### config.mk
export PLATFORM = sky130hd
export DESIGN_NAME = mtu_mac
export DESIGN_NICKNAME = d
export VERILOG_FILES = /design/src/hw/rtl/mtu_pkg.sv /design/src/hw/rtl/mtu_mac.sv
export SDC_FILE = /design/constraint.sdc
export NUM_CORES = 2
export LEC_CHECK = 0
export ABC_AREA = 1
export BUFFER_PORTS_ARGS = -buffer_cell sky130_fd_sc_hd__buf_4
export CORE_ASPECT_RATIO = 0.6
export CORE_UTILIZATION = 60
export CTS_CLUSTER_SIZE = 8
export DETAILED_ROUTE_END_ITERATION = 7
export PLACE_DENSITY_LB_ADDON = 0.08
export SETUP_SLACK_MARGIN = 0.5
export SLEW_MARGIN = 20
export SYNTH_ARGS = -nofsm -noshare
export SYNTH_HDL_FRONTEND = slang
export SYNTH_SLANG_ARGS = --single-unit
### constraint.sdc
create_clock -name aclk -period 21.4 [get_ports aclk]
set_input_delay 4.28 -clock aclk [delete_from_list [all_inputs] [get_ports aclk]]
set_output_delay 4.28 -clock aclk [all_outputs]
set_load 0.02 [all_outputs]
### src/hw/rtl/mtu_pkg.sv
`timescale 1ns / 1ps

package mtu_pkg;

    // Entry format: signed fixed point, FRAC_BITS fraction bits
    localparam int VALUE_WIDTH = 32;
    localparam int FRAC_BITS   = 16;
    localparam int PROD_W      = 2 * VALUE_WIDTH;
    localparam int ENTRIES     = 16;
    localparam int IDX_W       = $clog2(ENTRIES);

    typedef logic signed [VALUE_WIDTH-1:0] value_t;
    typedef logic signed [PROD_W-1:0]      wide_t;

    // Saturation limits held at product width
    localparam wide_t VMAX_W = {{(PROD_W-VALUE_WIDTH+1){1'b0}}, {(VALUE_WIDTH-1){1'b1}}};
    localparam wide_t VMIN_W = ~VMAX_W;

    // Operation codes
    localparam logic [2:0] OP_WRITE_A   = 3'd0;
    localparam logic [2:0] OP_WRITE_B   = 3'd1;
    localparam logic [2:0] OP_COMPOSE   = 3'd2;
    localparam logic [2:0] OP_ADD       = 3'd3;
    localparam logic [2:0] OP_SUB       = 3'd4;
    localparam logic [2:0] OP_SCALE     = 3'd5;
    localparam logic [2:0] OP_TRANSFORM = 3'd6;

    // Result kinds
    localparam logic RES_POINT = 1'b0;
    localparam logic RES_ENTRY = 1'b1;

    typedef struct packed {
        logic [2:0]              op;
        logic                    read_request;
        logic [1:0]              row;
        logic [1:0]              col;
        logic signed [31:0]      value;
        logic signed [31:0]      point_x;
        logic signed [31:0]      point_y;
        logic signed [31:0]      point_z;
    } s_payload_t;

    typedef struct packed {
        logic                    result_kind;
        logic signed [31:0]      out_x;
        logic signed [31:0]      out_y;
        logic signed [31:0]      out_z;
        logic signed [31:0]      entry_value;
    } m_payload_t;

    // Control of the shared multiply-accumulate unit
    typedef enum logic [1:0] {
        BASE_ZERO,
        BASE_ACC,
        BASE_OPA
    } base_sel_t;

    typedef enum logic [1:0] {
        TERM_PROD,
        TERM_OPB,
        TERM_NEG_OPB
    } term_sel_t;

    typedef struct packed {
        logic      load_prod;
        logic      acc_en;
        base_sel_t base_sel;
        term_sel_t term_sel;
    } mac_ctrl_t;

    // Clamp a wide signed value to the entry range
    function automatic value_t sat_value(input wide_t x);
        value_t r;
        if (x > VMAX_W) begin
            r = VMAX_W[VALUE_WIDTH-1:0];
        end else if (x < VMIN_W) begin
            r = VMIN_W[VALUE_WIDTH-1:0];
        end else begin
            r = x[VALUE_WIDTH-1:0];
        end
        return r;
    endfunction

endpackage

### src/hw/rtl/mtu_mac.sv
`timescale 1ns / 1ps

module mtu_mac (
    input  logic              aclk,
    input  mtu_pkg::mac_ctrl_t ctrl,
    input  mtu_pkg::value_t   opa,
    input  mtu_pkg::value_t   opb,
    output mtu_pkg::value_t   sum
);
    import mtu_pkg::*;

    wide_t  prod_reg;
    value_t acc_reg;
    value_t prod_sat;
    wide_t  base_w;
    wide_t  term_w;

    // Register the full product and, when enabled, the accumulated sum
    always_ff @(posedge aclk) begin
        if (ctrl.load_prod) begin
            prod_reg <= wide_t'(opa) * wide_t'(opb);
        end
        if (ctrl.acc_en) begin
            acc_reg <= sum;
        end
    end

    // Drop fraction bits (floor) and clamp the product
    assign prod_sat = sat_value(prod_reg >>> FRAC_BITS);

    // Select addend sources
    always_comb begin
        case (ctrl.base_sel)
            BASE_ACC: base_w = wide_t'(acc_reg);
            BASE_OPA: base_w = wide_t'(opa);
            default:  base_w = '0;
        endcase
        case (ctrl.term_sel)
            TERM_OPB:     term_w = wide_t'(opb);
            TERM_NEG_OPB: term_w = -wide_t'(opb);
            default:      term_w = wide_t'(prod_sat);
        endcase
    end

    // Saturating add
    assign sum = sat_value(base_w + term_w);

endmodule

==> impl_metrics.py <==
metrics = {
    "outcome": {
        "outcome": "finished with violations",
        "violations": "design-rule violations",
    },
    "synth": {
        "syn-mean-instance-area_um2": 7.24,
        "yosys.cell_types.count": 45,
        "gate_count_after_technology_mapping": 6765,
        "synth_top_cell_area_share": 0.442,
        "synth_flop_cell": "sky130_fd_sc_hd__edfxtp_1",
        "yosysTopAreaCell": "sky130_fd_sc_hd__fa_1",
        "post_synth_most_frequent_cells": "sky130_fd_sc_hd__nand2_1 (2060), sky130_fd_sc_hd__inv_1 (1927), sky130_fd_sc_hd__fa_1 (1082)",
        "synth_edf_count": 80,
        "ys_ff_latch": 80,
        "part_of_the_yosys_area_used_for_sequential_elements": 0.0490,
        "post-synth-top-count-cell": "sky130_fd_sc_hd__nand2_1",
        "synth_fp_nets": 8167,
        "syn-cell-area_mm2": 0.0490,
        "synth-async-reset-ratio": 0,
        "synth_area_leaders": "sky130_fd_sc_hd__fa_1 (44%), sky130_fd_sc_hd__nand2_1 (16%), sky130_fd_sc_hd__inv_1 (15%)",
        "synth_warnings": 0,
    },
    "worst_setup_path": {
        "worst-path-stages": 33,
        "critical_path.max_fanout": 35,
        "crit_path_start_kind": "input pin",
        "crit_end": "sum[29]",
        "crit_top_cell": "sky130_fd_sc_hd__nand2_1",
        "reg2regPathDepth": 28,
        "endpoint_kind": "primary output",
        "worst-setup-path-type": "in2out",
        "critPathLaunch": "opb[1]",
        "cpPeakStageDelay_ns": 0.73,
        "rrSetupSlack_ns": 15.02,
        "worst_path_max_delay_cell": "sky130_fd_sc_hd__nand2_1",
        "critical_path.top_delay_family": "simple AND/OR/NAND/NOR gates",
        "worstPathBufferInverterCount": 5,
        "timing.rr.end": "acc_reg[10]",
        "worst-endpoint-arrival_ns": 10.95,
        "worstPathRequired_ns": 17.12,
        "crit-reg2reg-launch": "prod_reg[58]",
    },
    "clocking": {
        "ctsHoldBuffers": 0,
        "tritoncts": "built",
        "cts_resized": 0,
        "numClockSinks": 80,
        "cts_inserted_buffers": 9,
        "cts_htree_levels": 3,
        "clkTransAtPathRegs_ns": 0.07,
        "cts_root_buffer": "sky130_fd_sc_hd__clkbuf_16",
        "cts-root-to-sink-buffers": 2,
        "cts_setup_buffers": 0,
        "clk_latency_ns": 0.39,
    },
    "finish": {
        "area_growth_syn_to_layout_pct": 2.89,
        "largest_register_ff_count": 48,
        "final_layout_size_suffix_gt1_frac": 0.0300,
        "fin_nets": 8005,
    },
    "die": {
        "core_region_area_mm2": 0.0802,
        "io-pin-count": 103,
        "initial_core_util": 0.611,
        "die_h_um": 223,
        "fp.dieArea_mm2": 0.0829,
        "die_w_um": 371,
        "num_rows": 80,
    },
    "sta": {
        "fin_worst_skew_ns": 0.0128,
        "timing.final.crit_period_ns": 15.23,
        "finalMaxSlewViolations": 0,
        "rsz0062_at_grt": "no",
        "hold_viol_final": 0,
        "actual_slew_at_the_worst_max_slew_pin_ns": 1.05,
        "timing.fmax_ghz": 0.0657,
        "finalSetupTns_ns": 0,
        "max-slew-margin-rel": 0.296,
        "final.period_utilization": 0.712,
        "setup_violations": 0,
    },
    "detailed_routing": {
        "dr.first_iter.drc_count": 5361,
        "route.vias.total": 43400,
        "routed_via_density": 5.66,
        "drt-total-wl_mm": 173,
        "wire_per_inst_um": 22.5,
        "detail-route-antenna-nets": 0,
        "total_drc_errors_in_the_routed_layout": 5,
        "drt_pass1_iterations": 8,
    },
    "grt": {
        "grt_busiest_layer": "met1",
        "use_met1": 0.643,
        "antenna_found_initial": 7,
        "overflow": 0,
        "global_route.usage.met3": 0.172,
        "via_count_of_the_first_global_routing_pass": 43100,
        "grt_use_total": 0.429,
        "wire_length_of_the_first_global_routing_pass_mm": 262,
        "grt_start_max_net_pins": 49,
        "globalRouteMet2Util": 0.581,
    },
    "placed_design": {
        "detailed_place_hpwl_mm": 136,
        "place_congestion": 1.06,
        "portBuffers": 102,
    },
    "min_path": {
        "hold_path_depth": 5,
        "min-delay-start": "acc_reg[0]",
        "worst_hold_path_type": "reg2reg",
    },
    "flow_run": {
        "max-cap-violations": 0,
    },
}
==> area by class of cell <==
cell class | instances | area, um^2
clock inverters | 7 | 106
diodes | 1 | 2.50
clock buffers | 9 | 225
well taps | 1066 | 1330
fillers | 7281 | 29800
inverters | 1928 | 7240
repair buffers | 120 | 901
multi-input cells | 4464 | 38200
flip-flops and latches | 80 | 2400
==> layer usage <==
metal | share of wire | vias up
met3 | 0.17 | 335
met2 | 0.39 | 3066
met4 | 0.023 | 8
met1 | 0.42 | 21000
li1 | - | 19000
met5 | 0.00041 | -
==> cells in the final DEF (no fill, tap or decap), drive strengths merged <==
cell and n:
fa 1082, nand3b 3, or4 1, xnor2 29, a211oi 1, a22o 2
xor2 46, a21boi 1, o21a 10, bufinv 2, a31oi 21, nand3 155
nor2 283, edfxtp 80, a31o 8, nand4 48, or2 21, o21bai 6
a32oi 3, o2111ai 2, buf 120, nor3 33, a21oi 268, o221a 1
and3 6, nand2 2069, and2 6, a21o 7, clkbuf 9, o21ai 79
inv 1933, o31ai 1, o211ai 6, a221oi 2, ha 249, nor4 15
diode 1
==> kinds of logic (layout without fill, tap and decap cells) <==
kind of cell	Yosys count	after routing	share of synthesized area
compound gates	418	418	0.0464
xor+xnor	75	75	0.0134
fa+ha+maj	1331	1331	0.506
buf+inv	2221	2064	0.171
flops	80	80	0.0490
other cells	0	1	0
simple gates	2640	2640	0.214
==> metrics by stage <==
stage / setup WS [ns] / instance area [um^2] / util / hold WS, ns / instances
2_1_floorplan: 8.66 / 49000 / - / 0.968 / 6765
3_3_place_gp: 6.80 / 50100 / 0.625 / 1.01 / 7658
3_5_place_dp: 6.60 / 50100 / 0.625 / 1.11 / 7658
4_1_cts: 6.59 / 50400 / 0.629 / 1.12 / 7674
5_1_grt: 5.68 / 50400 / 0.629 / 1.17 / 7675
6_report: 6.17 / 50400 / 0.629 / 1.12 / 7675
==> worst min path at each step <==
stage,slack [ns],end
after floorplan,0.97,acc_reg[0]
after global placement,1.01,acc_reg[0]
after detailed placement,1.11,acc_reg[0]
after CTS,1.12,acc_reg[0]
after global routing,1.17,acc_reg[31]
final,1.12,acc_reg[0]
==> tightest hold or removal path, delay by kind of cell, from the launching register on <==
| kind | cells | cell delay (ns) |
|---|---|---|
| and+or+nand+nor | 3 | 0.23 |
| DFF | 1 | 0.40 |
| adders and majority gates | 1 | 0.21 |
| AOI/OAI and AO/OA | 1 | 0.17 |
Power is left out: the tool's default activity adds up to more than one toggle a clock period on the data nets, which glitch-free logic cannot reach.
